[config.mk]
export PLATFORM = sky130hd
export DESIGN_NAME = uart_line_assembler_unit
export DESIGN_NICKNAME = d
export VERILOG_FILES = /design/src/hw/rtl/ula_pkg.sv /design/src/hw/rtl/uart_line_assembler_unit.sv /design/src/hw/rtl/ula_front.sv /design/src/hw/rtl/ula_back.sv /design/src/hw/rtl/ula_res_queue.sv
export SDC_FILE = /design/constraint.sdc
export NUM_CORES = 1
export LEC_CHECK = 0
export ABC_AREA = 1
export BUFFER_PORTS_ARGS = -buffer_cell sky130_fd_sc_hd__buf_2
export CAP_MARGIN = 40
export CORE_ASPECT_RATIO = 1.4
export CORE_UTILIZATION = 50
export CTS_CLUSTER_DIAMETER = 30
export CTS_CLUSTER_SIZE = 14
export DETAILED_ROUTE_END_ITERATION = 10
export PLACE_DENSITY = 0.73
export SYNTH_ARGS = -nofsm -noshare
export SYNTH_HDL_FRONTEND = slang
export SYNTH_SLANG_ARGS = --single-unit
[constraint.sdc]
create_clock -name clk -period 3.7 [get_ports clk]
set_input_delay 0.555 -clock clk [delete_from_list [all_inputs] [get_ports clk]]
set_output_delay 0.555 -clock clk [all_outputs]
set_load 0.01 [all_outputs]
[src/hw/rtl/ula_pkg.sv]
// Shared package of the UART line assembler: store size, operation codes,
// command and result item types, back-end state type. No dependencies.
`timescale 1ns / 1ps

package ula_pkg;

	localparam int BUFFER_SIZE = 64;
	localparam int IDX_W       = $clog2(BUFFER_SIZE);
	localparam int CNT_W       = IDX_W + 1;
	localparam int CMP_W       = ((CNT_W > 8) ? CNT_W : 8) + 1;

	localparam logic [7:0] CH_CR  = 8'h0D;
	localparam logic [7:0] CH_LF  = 8'h0A;
	localparam logic [7:0] CH_NUL = 8'h00;

	typedef enum logic [2:0] {
		OP_RX_BYTE  = 3'd0,
		OP_FETCH    = 3'd1,
		OP_RD_READY = 3'd2,
		OP_RD_ACT   = 3'd3,
		OP_RD_OVF   = 3'd4
	} op_t;

	typedef struct packed {
		op_t        op;
		logic [7:0] rx_byte;
		logic [7:0] max_len;
	} cmd_t;

	typedef struct packed {
		logic valid;
		cmd_t cmd;
	} cmd_chan_t;

	typedef struct packed {
		logic [7:0] line_char;
		logic       last;
		logic       line_ok;
		logic       flag_value;
	} res_t;

	typedef enum logic [1:0] {
		BK_IDLE,
		BK_READ,
		BK_EMIT
	} back_state_t;

endpackage

[src/hw/rtl/uart_line_assembler_unit.sv]
// UART line assembler, top level. A received byte or a status read is taken
// every cycle while the front queue is not full; a status result is registered
// in the result queue before it shows on the result ports. A fetch reads the line
// store through its one registered read port, a read state and then an emit state
// per character, then emits the terminator. Reset clears the queues, the fill index
// and all flags; the line store is not cleared, and items are taken once reset ends.
`timescale 1ns / 1ps

module uart_line_assembler_unit (
	input  logic       clk,
	input  logic       arst_n,
	input  logic       push,
	output logic       full,
	input  logic [2:0] operation,
	input  logic [7:0] rx_byte,
	input  logic [7:0] max_len,
	output logic       empty,
	input  logic       pop,
	output logic [7:0] line_char,
	output logic       last,
	output logic       line_ok,
	output logic       flag_value
);

	// The front end holds up to two accepted items; operation codes that mean
	// nothing are accepted and dropped there, so the back end only ever sees
	// real work.
	ula_pkg::cmd_chan_t chan;
	logic               cmd_pop;
	logic               res_push;
	logic               res_full;
	ula_pkg::res_t      res;
	ula_pkg::res_t      res_out;

	ula_front u_front (
		.clk       (clk),
		.arst_n    (arst_n),
		.push      (push),
		.full      (full),
		.operation (operation),
		.rx_byte   (rx_byte),
		.max_len   (max_len),
		.chan      (chan),
		.cmd_pop   (cmd_pop)
	);

	// The back end owns all state of the line. It works on one item at a
	// time: a fetch keeps it busy until its terminator item is queued, and an
	// item that has a result waits in front of it while the result queue is
	// full.
	ula_back u_back (
		.clk      (clk),
		.arst_n   (arst_n),
		.chan     (chan),
		.cmd_pop  (cmd_pop),
		.res_full (res_full),
		.res_push (res_push),
		.res      (res)
	);

	// The result queue decouples the back end from the consumer; a stalled pop holds
	// up received bytes only once the queue is full and a result waits ahead of them.
	ula_res_queue u_res_queue (
		.clk      (clk),
		.arst_n   (arst_n),
		.res_push (res_push),
		.res_in   (res),
		.res_full (res_full),
		.pop      (pop),
		.empty    (empty),
		.res_out  (res_out)
	);

	assign line_char  = res_out.line_char;
	assign last       = res_out.last;
	assign line_ok    = res_out.line_ok;
	assign flag_value = res_out.flag_value;

	// The back end never offers a result that the queue cannot take.
	a_no_push_when_full: assert property (@(posedge clk) disable iff (!arst_n)
		res_push |-> !res_full)
		else $error("result pushed into a full queue");

	// The back end only takes a command that the front end holds.
	a_pop_needs_cmd: assert property (@(posedge clk) disable iff (!arst_n)
		cmd_pop |-> chan.valid)
		else $error("command taken from an empty front queue");

	// Every result that is not part of a successful fetch stands alone.
	a_single_results: assert property (@(posedge clk) disable iff (!arst_n)
		(!empty && !line_ok) |-> last)
		else $error("status or refusal result without last");

	// Fetch results never carry a flag value.
	a_flag_not_fetch: assert property (@(posedge clk) disable iff (!arst_n)
		(!empty && line_ok) |-> !flag_value)
		else $error("flag value set on a fetch result");

endmodule

[src/hw/rtl/ula_front.sv]
// Front end of the UART line assembler: accepts items, drops unknown operations
// and queues the rest for the back end. Depends on ula_pkg.
`timescale 1ns / 1ps

module ula_front (
	input  logic              clk,
	input  logic              arst_n,
	input  logic              push,
	output logic              full,
	input  logic [2:0]        operation,
	input  logic [7:0]        rx_byte,
	input  logic [7:0]        max_len,
	output ula_pkg::cmd_chan_t chan,
	input  logic              cmd_pop
);

	ula_pkg::cmd_t entry_q [2];
	logic          wr_ptr_q;
	logic          rd_ptr_q;
	logic [1:0]    count_q;
	logic          known_op;
	logic          do_wr;
	logic          do_rd;

	// Operation codes above the last status read have no effect at all.
	assign known_op = (operation <= 3'(ula_pkg::OP_RD_OVF));
	assign full     = (count_q == 2'd2);
	assign do_wr    = push && !full && known_op;
	assign do_rd    = cmd_pop && (count_q != 2'd0);

	assign chan.valid = (count_q != 2'd0);
	assign chan.cmd   = entry_q[rd_ptr_q];

	always_ff @(posedge clk) begin
		if (do_wr) begin
			entry_q[wr_ptr_q].op      <= ula_pkg::op_t'(operation);
			entry_q[wr_ptr_q].rx_byte <= rx_byte;
			entry_q[wr_ptr_q].max_len <= max_len;
		end
	end

	always_ff @(posedge clk or negedge arst_n) begin
		if (!arst_n) begin
			wr_ptr_q <= 1'b0;
			rd_ptr_q <= 1'b0;
			count_q  <= 2'd0;
		end else begin
			if (do_wr) begin
				wr_ptr_q <= !wr_ptr_q;
			end
			if (do_rd) begin
				rd_ptr_q <= !rd_ptr_q;
			end
			if (do_wr && !do_rd) begin
				count_q <= count_q + 2'd1;
			end else if (!do_wr && do_rd) begin
				count_q <= count_q - 2'd1;
			end
		end
	end

endmodule

[src/hw/rtl/ula_back.sv]
// Back end of the UART line assembler: line store, fill index, status flags
// and the fetch sequencer. Depends on ula_pkg.
`timescale 1ns / 1ps

module ula_back (
	input  logic               clk,
	input  logic               arst_n,
	input  ula_pkg::cmd_chan_t chan,
	output logic               cmd_pop,
	input  logic               res_full,
	output logic               res_push,
	output ula_pkg::res_t      res
);

	logic [7:0]                mem [ula_pkg::BUFFER_SIZE];
	logic [7:0]                rd_data_q;
	logic [ula_pkg::IDX_W-1:0] fill_q;
	logic [ula_pkg::CNT_W-1:0] idx_q;
	logic [7:0]                size_q;
	logic                      ready_q;
	logic                      act_q;
	logic                      ovf_q;
	ula_pkg::back_state_t      state_q;
	ula_pkg::back_state_t      state_d;

	logic                      idle_cmd;
	logic                      is_term;
	logic                      refuse;
	logic                      more_chars;
	logic                      mem_we;
	logic [ula_pkg::IDX_W-1:0] mem_waddr;
	logic [7:0]                mem_wdata;
	logic                      byte_go;
	logic                      fetch_start;
	logic                      fetch_done;
	logic                      clr_ready;
	logic                      clr_act;
	logic                      clr_ovf;

	assign idle_cmd = (state_q == ula_pkg::BK_IDLE) && chan.valid;
	assign is_term  = (chan.cmd.rx_byte == ula_pkg::CH_CR) ||
	                  (chan.cmd.rx_byte == ula_pkg::CH_LF);
	assign refuse   = !ready_q || (chan.cmd.max_len == 8'd0);
	assign more_chars = ((ula_pkg::CMP_W'(idx_q) + ula_pkg::CMP_W'(1)) <
	                     ula_pkg::CMP_W'(size_q)) &&
	                    (idx_q < ula_pkg::CNT_W'(ula_pkg::BUFFER_SIZE)) &&
	                    (rd_data_q != ula_pkg::CH_NUL);

	always_comb begin
		state_d = state_q;
		unique case (state_q)
			ula_pkg::BK_IDLE: begin
				if (idle_cmd && (chan.cmd.op == ula_pkg::OP_FETCH) && !refuse) begin
					state_d = ula_pkg::BK_READ;
				end
			end
			ula_pkg::BK_READ: begin
				state_d = ula_pkg::BK_EMIT;
			end
			ula_pkg::BK_EMIT: begin
				if (!res_full) begin
					state_d = more_chars ? ula_pkg::BK_READ : ula_pkg::BK_IDLE;
				end
			end
			default: begin
				state_d = ula_pkg::BK_IDLE;
			end
		endcase
	end

	always_comb begin
		cmd_pop     = 1'b0;
		res_push    = 1'b0;
		res         = '0;
		byte_go     = 1'b0;
		fetch_start = 1'b0;
		fetch_done  = 1'b0;
		clr_ready   = 1'b0;
		clr_act     = 1'b0;
		clr_ovf     = 1'b0;
		unique case (state_q)
			ula_pkg::BK_IDLE: begin
				if (idle_cmd) begin
					unique case (chan.cmd.op)
						ula_pkg::OP_RX_BYTE: begin
							cmd_pop = 1'b1;
							byte_go = 1'b1;
						end
						ula_pkg::OP_FETCH: begin
							if (!refuse) begin
								cmd_pop     = 1'b1;
								fetch_start = 1'b1;
							end else if (!res_full) begin
								cmd_pop  = 1'b1;
								res_push = 1'b1;
								res.last = 1'b1;
							end
						end
						ula_pkg::OP_RD_READY: begin
							if (!res_full) begin
								cmd_pop        = 1'b1;
								res_push       = 1'b1;
								res.last       = 1'b1;
								res.flag_value = ready_q;
								clr_ready      = 1'b1;
							end
						end
						ula_pkg::OP_RD_ACT: begin
							if (!res_full) begin
								cmd_pop        = 1'b1;
								res_push       = 1'b1;
								res.last       = 1'b1;
								res.flag_value = act_q;
								clr_act        = 1'b1;
							end
						end
						ula_pkg::OP_RD_OVF: begin
							if (!res_full) begin
								cmd_pop        = 1'b1;
								res_push       = 1'b1;
								res.last       = 1'b1;
								res.flag_value = ovf_q;
								clr_ovf        = 1'b1;
							end
						end
						default: begin
							cmd_pop = 1'b1;
						end
					endcase
				end
			end
			ula_pkg::BK_READ: begin
			end
			ula_pkg::BK_EMIT: begin
				if (!res_full) begin
					res_push    = 1'b1;
					res.line_ok = 1'b1;
					if (more_chars) begin
						res.line_char = rd_data_q;
					end else begin
						res.last   = 1'b1;
						fetch_done = 1'b1;
					end
				end
			end
			default: begin
			end
		endcase
	end

	// A received byte is stored only while no finished line is pending.
	always_comb begin
		mem_we    = 1'b0;
		mem_waddr = fill_q;
		mem_wdata = chan.cmd.rx_byte;
		if (byte_go && !ready_q) begin
			if (is_term) begin
				mem_we    = (fill_q != '0);
				mem_wdata = ula_pkg::CH_NUL;
			end else if (fill_q != ula_pkg::IDX_W'(ula_pkg::BUFFER_SIZE - 1)) begin
				mem_we = 1'b1;
			end
		end
	end

	always_ff @(posedge clk) begin
		if (mem_we) begin
			mem[mem_waddr] <= mem_wdata;
		end
		if (state_q == ula_pkg::BK_READ) begin
			rd_data_q <= mem[idx_q[ula_pkg::IDX_W-1:0]];
		end
		if (fetch_start) begin
			size_q <= chan.cmd.max_len;
		end
	end

	always_ff @(posedge clk or negedge arst_n) begin
		if (!arst_n) begin
			state_q <= ula_pkg::BK_IDLE;
			fill_q  <= '0;
			idx_q   <= '0;
			ready_q <= 1'b0;
			act_q   <= 1'b0;
			ovf_q   <= 1'b0;
		end else begin
			state_q <= state_d;
			if (fetch_start) begin
				idx_q <= '0;
			end else if ((state_q == ula_pkg::BK_EMIT) && res_push && more_chars) begin
				idx_q <= idx_q + ula_pkg::CNT_W'(1);
			end
			if (byte_go) begin
				act_q <= 1'b1;
				if (!ready_q) begin
					if (is_term) begin
						if (fill_q != '0) begin
							ready_q <= 1'b1;
							fill_q  <= '0;
						end
					end else if (fill_q != ula_pkg::IDX_W'(ula_pkg::BUFFER_SIZE - 1)) begin
						fill_q <= fill_q + ula_pkg::IDX_W'(1);
					end else begin
						fill_q <= '0;
						ovf_q  <= 1'b1;
					end
				end
			end
			if (clr_ready || fetch_done) begin
				ready_q <= 1'b0;
			end
			if (clr_act) begin
				act_q <= 1'b0;
			end
			if (clr_ovf) begin
				ovf_q <= 1'b0;
			end
		end
	end

endmodule

[src/hw/rtl/ula_res_queue.sv]
// Two-entry result queue of the UART line assembler, between the back end
// and the result ports. Depends on ula_pkg.
`timescale 1ns / 1ps

module ula_res_queue (
	input  logic          clk,
	input  logic          arst_n,
	input  logic          res_push,
	input  ula_pkg::res_t res_in,
	output logic          res_full,
	input  logic          pop,
	output logic          empty,
	output ula_pkg::res_t res_out
);

	ula_pkg::res_t entry_q [2];
	logic          wr_ptr_q;
	logic          rd_ptr_q;
	logic [1:0]    count_q;
	logic          do_wr;
	logic          do_rd;

	assign res_full = (count_q == 2'd2);
	assign empty    = (count_q == 2'd0);
	assign do_wr    = res_push && !res_full;
	assign do_rd    = pop && !empty;
	assign res_out  = entry_q[rd_ptr_q];

	always_ff @(posedge clk) begin
		if (do_wr) begin
			entry_q[wr_ptr_q] <= res_in;
		end
	end

	always_ff @(posedge clk or negedge arst_n) begin
		if (!arst_n) begin
			wr_ptr_q <= 1'b0;
			rd_ptr_q <= 1'b0;
			count_q  <= 2'd0;
		end else begin
			if (do_wr) begin
				wr_ptr_q <= !wr_ptr_q;
			end
			if (do_rd) begin
				rd_ptr_q <= !rd_ptr_q;
			end
			if (do_wr && !do_rd) begin
				count_q <= count_q + 2'd1;
			end else if (!do_wr && do_rd) begin
				count_q <= count_q - 2'd1;
			end
		end
	end

endmodule
==> results.md, run 1 <==
- CTS Buffer Depth: 3
- VDD IR-drop max: 597 uV
- Area post-placement: 26800 um^2
- RePlAce Congestion: 1.01
- Cell Rows: 98
- Clk_skew: 0.0165 ns
- Worst-Margin Slew: 0.941 ns
- Layout cells sized above 1: 0.104
- H-tree levels: 3
- Clock transition at the registers of the reported paths: 0.06 ns
- Top Ports: 36
- Final nets: 2405
- CTS Buf Count: 73
- Remaining Overflow, GRT: 0
- P_leak: 0.0113 uW
- Final setup fails: 0
- Port bufs: 35
- Fin. Hold Viols: 0
- Largest net degree at the start of global routing: 165
- Slew Viols, Final: 0
- Crit path DAT: 3.33 ns
- Slowest stage delay, CP: 0.60 ns
- Fin crit share: 0.840
- Inst Count DP: 2944
- Critical Path RT: 3.92 ns
- Fillers: 3883
- DRT iter0 DRCs: 1849
- Synthesized instance count: 2314
- Finished Cell Area: 29300 um^2
- Register area share after synthesis: 0.712
- Residual DRC: 0
- Post-synth top area cell: edfxtp_1
- Avg WL per Cell: 20.8 um
- Unrepaired setup endpoints after global routing: no
- Antenna violations before repair: 0
- R2R Setup Slk: 0.59 ns
- Maxcap violations: 0
- Final ANT Viol Nets: 0
- Largest cells by area after synthesis: edfxtp_1 69%, nand2_1 13%, nand3_1 6.2%, dfrtp_1 2.5%, nor2_1 1.6%
- Crit path cell chain: inv_4 -> nand2_1 -> nand2_1 -> inv_1 -> nand3_1 -> nand2_1 -> nand2_4 -> nand2_2 -> nand4_2 -> nor2_1
- Vias in the first global route: 17500
- Seq cells post-synth: 614
- Slew HR: 0.373
- Synth async-reset ratio: 0.0423
- Post-synth top area share: 0.686
- Setup TNS: 0 ns
- Via Count: 17500
- Total core area: 50900 um^2
- Non-Filler Instances: 3076
- Clock Latency Late Sink: 0.60 ns
- PwrDens: 658 nW/um^2
- TritonCTS clock tree: yes
- Crit Path Category: register to register
- Hold WC Path Type: input pin to register
- Synth warn: 0
- DRT Wirelength: 63900 um
- First-pass GRT wire length: 98000 um
- Sink Count: 614
- Ant diodes: 0
- Area Overhead vs Synth: 14.0%
- Tmin final: 3.11 ns
- Post-synth EDFFs: 588
- Crit. End Element: register
- Die H: 270 um
- Post-CTS setup repair buffer count: 0
- Post-cts sizing count: 0
- Initial core utilization: 0.505
- DRT Pass-1 Iters: 6
- Mapped Area: 25700 um^2
- Post-synthesis cell type count: 35
- Total global routing track utilization: 0.248
- Die area: 52400 um^2
- Syn_area_per_cell: 11.1 um^2
- Root buffer cell: clkbuf_16
- Status: finished, final reports clean
- Highest fanout seen on the critical path: 16
- Most used cell, CP: nand2_1
- Prevailing post-synth register cell: edfxtp_1
- Crit-path slowest cell: dfrtp_1
- Syn Nets: 2349
- Via density per instance: 5.68
- Startpoint Class: register
- FMAX: 322 MHz
- Die X: 194 um
- HPWL after DPL: 40000 um
-- synthesized netlist by cell type (4+ instances only) --
cell	count
nand4_4	7
edfxtp_1	588
a21oi_1	71
nand3_1	319
nand4_1	11
dfrtp_1	26
xor2_1	10
buf_2	14
nor3_1	17
nand2_1	883
buf_1	12
clkbuf_1	80
inv_1	102
ha_1	12
nand4_2	4
o21ai_1	8
o21ai_0	11
clkinv_1	5
nor2_1	108
-- critical path, delay by kind of cell, from the launching register on --
family                 cells  cell delay, ns
flip-flops                 1            0.60
AND/OR/NAND/NOR            8            1.86
buffers and inverters      2            0.28
-- placed cells by master (no fill, tap or decap), drive strengths merged, types with 22 or more instances in the layout --
| cell | Yosys | layout |
|---|---|---|
| dfrtp | 26 | 26 |
| clkbuf | 80 | 88 |
| nand2 | 887 | 887 |
| nand4 | 22 | 22 |
| nor2 | 112 | 112 |
| inv | 106 | 118 |
| nand3 | 320 | 320 |
| clkinv | 5 | 25 |
| edfxtp | 588 | 588 |
| buf | 33 | 93 |
| a21oi | 71 | 71 |
-- what timing repair did --
item	CTS	global route
endpoints found under the hold margin	8	0
hold buffers	1	0
endpoints found under the setup margin	0	0
-- metrics by stage --
step                      total power, uW  setup WS [ns]  hold WS (ns)   util
after global placement              12100          0.632         0.485  0.526
final                               19300          0.590         0.150  0.576
after detailed placement            12200          0.584         0.493  0.527
after global routing                19800          0.323         0.134  0.576
after floorplan                     10700          0.160         0.259      -
after CTS                           19300          0.576         0.129  0.576
-- layout make-up --
| cell class | instances | area [um^2] | area share |
|---|---|---|---|
| timing repair buffer | 94 | 728 | 0.0248 |
| clock inverter | 43 | 460 | 0.0157 |
| multi-input combinational | 1476 | 6550 | 0.223 |
| clock buffer | 88 | 2030 | 0.0693 |
| tap | 650 | 813 | 0.0277 |
| sequential | 614 | 18300 | 0.625 |
| inverter | 111 | 428 | 0.0146 |
-- where the power goes --
part	internal [uW]	total (uW)	switching (uW)
combinational	664	3180	2520
sequential	8740	8900	162
clock	4340	7200	2850
-- path summary, 6_finish.rpt --
check	from	to	cells past startpoint
setup / recovery	u_front.rd_ptr_q	u_back.mem[39][1]	10
hold / removal	rx_byte[5]	u_front.entry_q[1][13]	1
setup reg to reg	u_front.rd_ptr_q	u_back.mem[39][1]	10
hold reg to reg	u_back.act_q	u_back.act_q	2
max in group asynchronous	arst_n	u_back.idx_q[0]	2
min in group asynchronous	arst_n	u_back.idx_q[5]	2
-- flip-flops by register name, indices dropped and copies added (netlist names), 6 cells and up --
| register | cells |
|---|---|
| u_back.fill_q | 6 |
| u_back.idx_q | 7 |
| u_back.mem | 512 |
| u_back.rd_data_q | 8 |
| u_back.size_q | 8 |
| u_front.entry_q | 38 |
| u_res_queue.entry_q | 22 |
-- logic make-up after synthesis --
group,after synthesis,share of synthesized area
AND/OR/NAND/NOR,1359,0.224
adder cells (fa/ha/maj),12,0.00584
buffers and inverters,224,0.0354
XOR/XNOR,12,0.00409
AO/OA/AOI/OAI,93,0.0185
flip-flops,614,0.712
-- metal layers --
| layer | vias up | global-route usage | wire length (um) |
|---|---|---|---|
| met2 | 880 | 0.434 | 32300 |
| met3 | 228 | 0.0415 | 4820 |
| li1 | 8026 | - | - |
| met4 | 0 | 0.163 | 4270 |
| met5 | - | 0 | 0 |
| met1 | 8342 | 0.280 | 22500 |
No activity file was read; power rests on OpenSTA's default activity.
==> run 2: changes to the inputs <==
Clock period 3.7 ns to 2.6 ns, I/O delays scaled along.
==> run 2 against run 1 <==
  * Utilization grew 2.8 points
  * Critical path type unchanged
  * Critical path depth grew 1
  * Fmax grew 22%
  * Sequential power grew 42%
==> results.md, run 2 (synthesized netlist as in run 1, its figures left out) <==
- Fin crit share: 0.977 (+0.136)
- DRT Wirelength: 67200 um (+5.1%)
- Die X: 194 um (unchanged)
- Crit-path slowest cell: dfrtp_4
- Antenna violations before repair: 0 (unchanged)
- Final setup fails: 0 (unchanged)
- Worst-Margin Slew: 0.762 ns (-0.179 ns)
- Largest registers: u_back.mem (512), u_front.entry_q (38), u_res_queue.entry_q (22)
- Die H: 270 um (unchanged)
- Total core area: 50900 um^2 (unchanged)
- DRT iter0 DRCs: 1558 (-16%)
- Slew Viols, Final: 0 (unchanged)
- HPWL after DPL: 41200 um (+2.9%)
- Non-Filler Instances: 3197 (+3.9%)
- Inst Count DP: 3029 (+2.9%)
- Initial core utilization: 0.505 (unchanged)
- Most used cell, CP: nand2_1
- Clock transition at the registers of the reported paths: 0.06 ns (about the same)
- First-pass GRT wire length: 101000 um (+3.2%)
- VDD IR-drop max: 812 uV (+36%)
- DRT Pass-1 Iters: 5 (-1)
- Remaining Overflow, GRT: 0 (unchanged)
- TritonCTS clock tree: yes
- Die area: 52400 um^2 (unchanged)
- Critical Path RT: 2.95 ns (-0.97 ns)
- Max reg flops: 512 (unchanged)
- Port bufs: 35 (unchanged)
- RePlAce Congestion: 0.926 (-8.1%)
- Largest net degree at the start of global routing: 118 (-28%)
- Tmin final: 2.54 ns (-0.570 ns)
- Fin. Hold Viols: 0 (unchanged)
- Status: finished, final reports clean
- Setup TNS: 0 ns (unchanged)
- Highest fanout seen on the critical path: 59 (+43)
- Maxcap violations: 0 (unchanged)
- Most common cell after layout, fill and taps aside: nand2_1
- PwrDens: 917 nW/um^2 (+39%)
- Fin util: 0.604 (+0.0283)
- Slew HR: 0.492 (+0.119)
- CTS Buf Count: 78 (+6.8%)
- Clk_skew: 0.0202 ns (+0.00373 ns)
- Top routing layer used: met4
- Final setup margin: 0.0605 ns (-0.530 ns)
- Startpoint Class: register
- Via density per instance: 5.64 (-0.64%)
- Crit path DAT: 2.89 ns (-0.44 ns)
- Area Overhead vs Synth: 19.6%
- Final nets: 2521 (+4.8%)
- Slowest stage delay, CP: 0.47 ns (-0.13 ns)
- Largest register by flop count: u_back.mem
- Residual DRC: 0 (unchanged)
- Root buffer cell: clkbuf_16
- Met1 WL: 23100 um (+2.3%)
- Hold WC Path Type: input pin to register
- R2R Setup Slk: 0.06 ns (-0.53 ns)
- Crit. End Element: register
- H-tree levels: 3 (unchanged)
- Ant diodes: 0 (unchanged)
- Crit path cell chain: buf_4 -> buf_16 -> buf_6 -> nand2_1 -> nand2_1 -> a21oi_1 -> nand3_1 -> nand3_1 -> nand2_1 -> nand2_1 -> nand2_1
- Via Count: 18000 (+3.3%)
- Final ANT Viol Nets: 0 (unchanged)
- P_leak: 0.0120 uW (+6.1%)
- Total global routing track utilization: 0.255 (+0.00703)
- Worst slack, placed: -0.148 ns (-0.732 ns)
- FMAX: 394 MHz (+22%)
- Met2 routed WL: 35600 um (+10%)
- CTS Buffer Depth: 3 (unchanged)
- Layout cells sized above 1: 0.148 (+0.0441)
- Commonest cells after routing, fill and taps aside: 880 x nand2_1, 588 x edfxtp_1, 316 x nand3_1, 119 x buf_4, 100 x nor2_1
- Total power: 28200 uW (+46%)
- Crit Path Category: register to register
- Vias in the first global route: 18100 (+3.3%)
- Avg WL per Cell: 21.0 um (+1.1%)
- Clock Latency Late Sink: 0.61 ns (about the same)
- Top Ports: 36 (unchanged)
- Met3 Routed Length: 4810 um (-0.12%)
- Cell Rows: 98 (unchanged)
- Sink Count: 614 (unchanged)
## run 2: worst max-delay path, delay by kind of cell (launching register included)
family	cells	cell delay, ns
AOI/OAI and AO/OA	1	0.17
buffers and inverters	3	0.69
DFF	1	0.47
and+or+nand+nor	7	0.90
## run 2: area by class of cell
cell class	count	area, um^2
clock buffers	93	2110
clock inverters	48	488
fillers	3770	20100
inverters	111	435
multi-input cells	1476	6710
flip-flops and latches	614	18300
well taps	650	813
repair buffers	205	1890
## run 2: final timing paths
path,startpoint,end,cells past startpoint
min,operation[2],u_front.entry_q[0][18],1
max in group asynchronous,arst_n,u_back.idx_q[0],2
min in group asynchronous,arst_n,u_res_queue.wr_ptr_q,2
min reg2reg,u_back.act_q,u_back.act_q,2
max,u_back.idx_q[0],u_back.rd_data_q[3],11
max reg2reg,u_back.idx_q[0],u_back.rd_data_q[3],11
## run 2: timing repair
item | 4_1_cts | 5_1_grt
gates cloned | 0 | 2
endpoints found under the setup margin | 78 | 132
pin swaps | 1 | 1
setup buffers | 1 | 5
hold endpoints to repair | 62 | 0
hold buffers | 19 | 0
resized for setup | 6 | 52
## run 2: through the flow
stage	area, um^2	hold WS (ns)
6_report	30800	0.0301
4_1_cts	30400	0.0131
3_3_place_gp	27600	0.445
5_1_grt	30800	0.0262
3_5_place_dp	27600	0.455
2_1_floorplan	25700	0.0944
## run 2: power by group
group | internal [uW] | switching, uW
Clock | 6410 | 4230
Combinational | 1380 | 3540
Sequential | 12400 | 207
Total | 20200 | 7980
## run 2: routing by layer
layer | up-vias | GRT usage
met5 | - | 0
met4 | 0 | 0.156
met3 | 186 | 0.0371
met2 | 859 | 0.464
met1 | 8737 | 0.280
li1 | 8265 | -
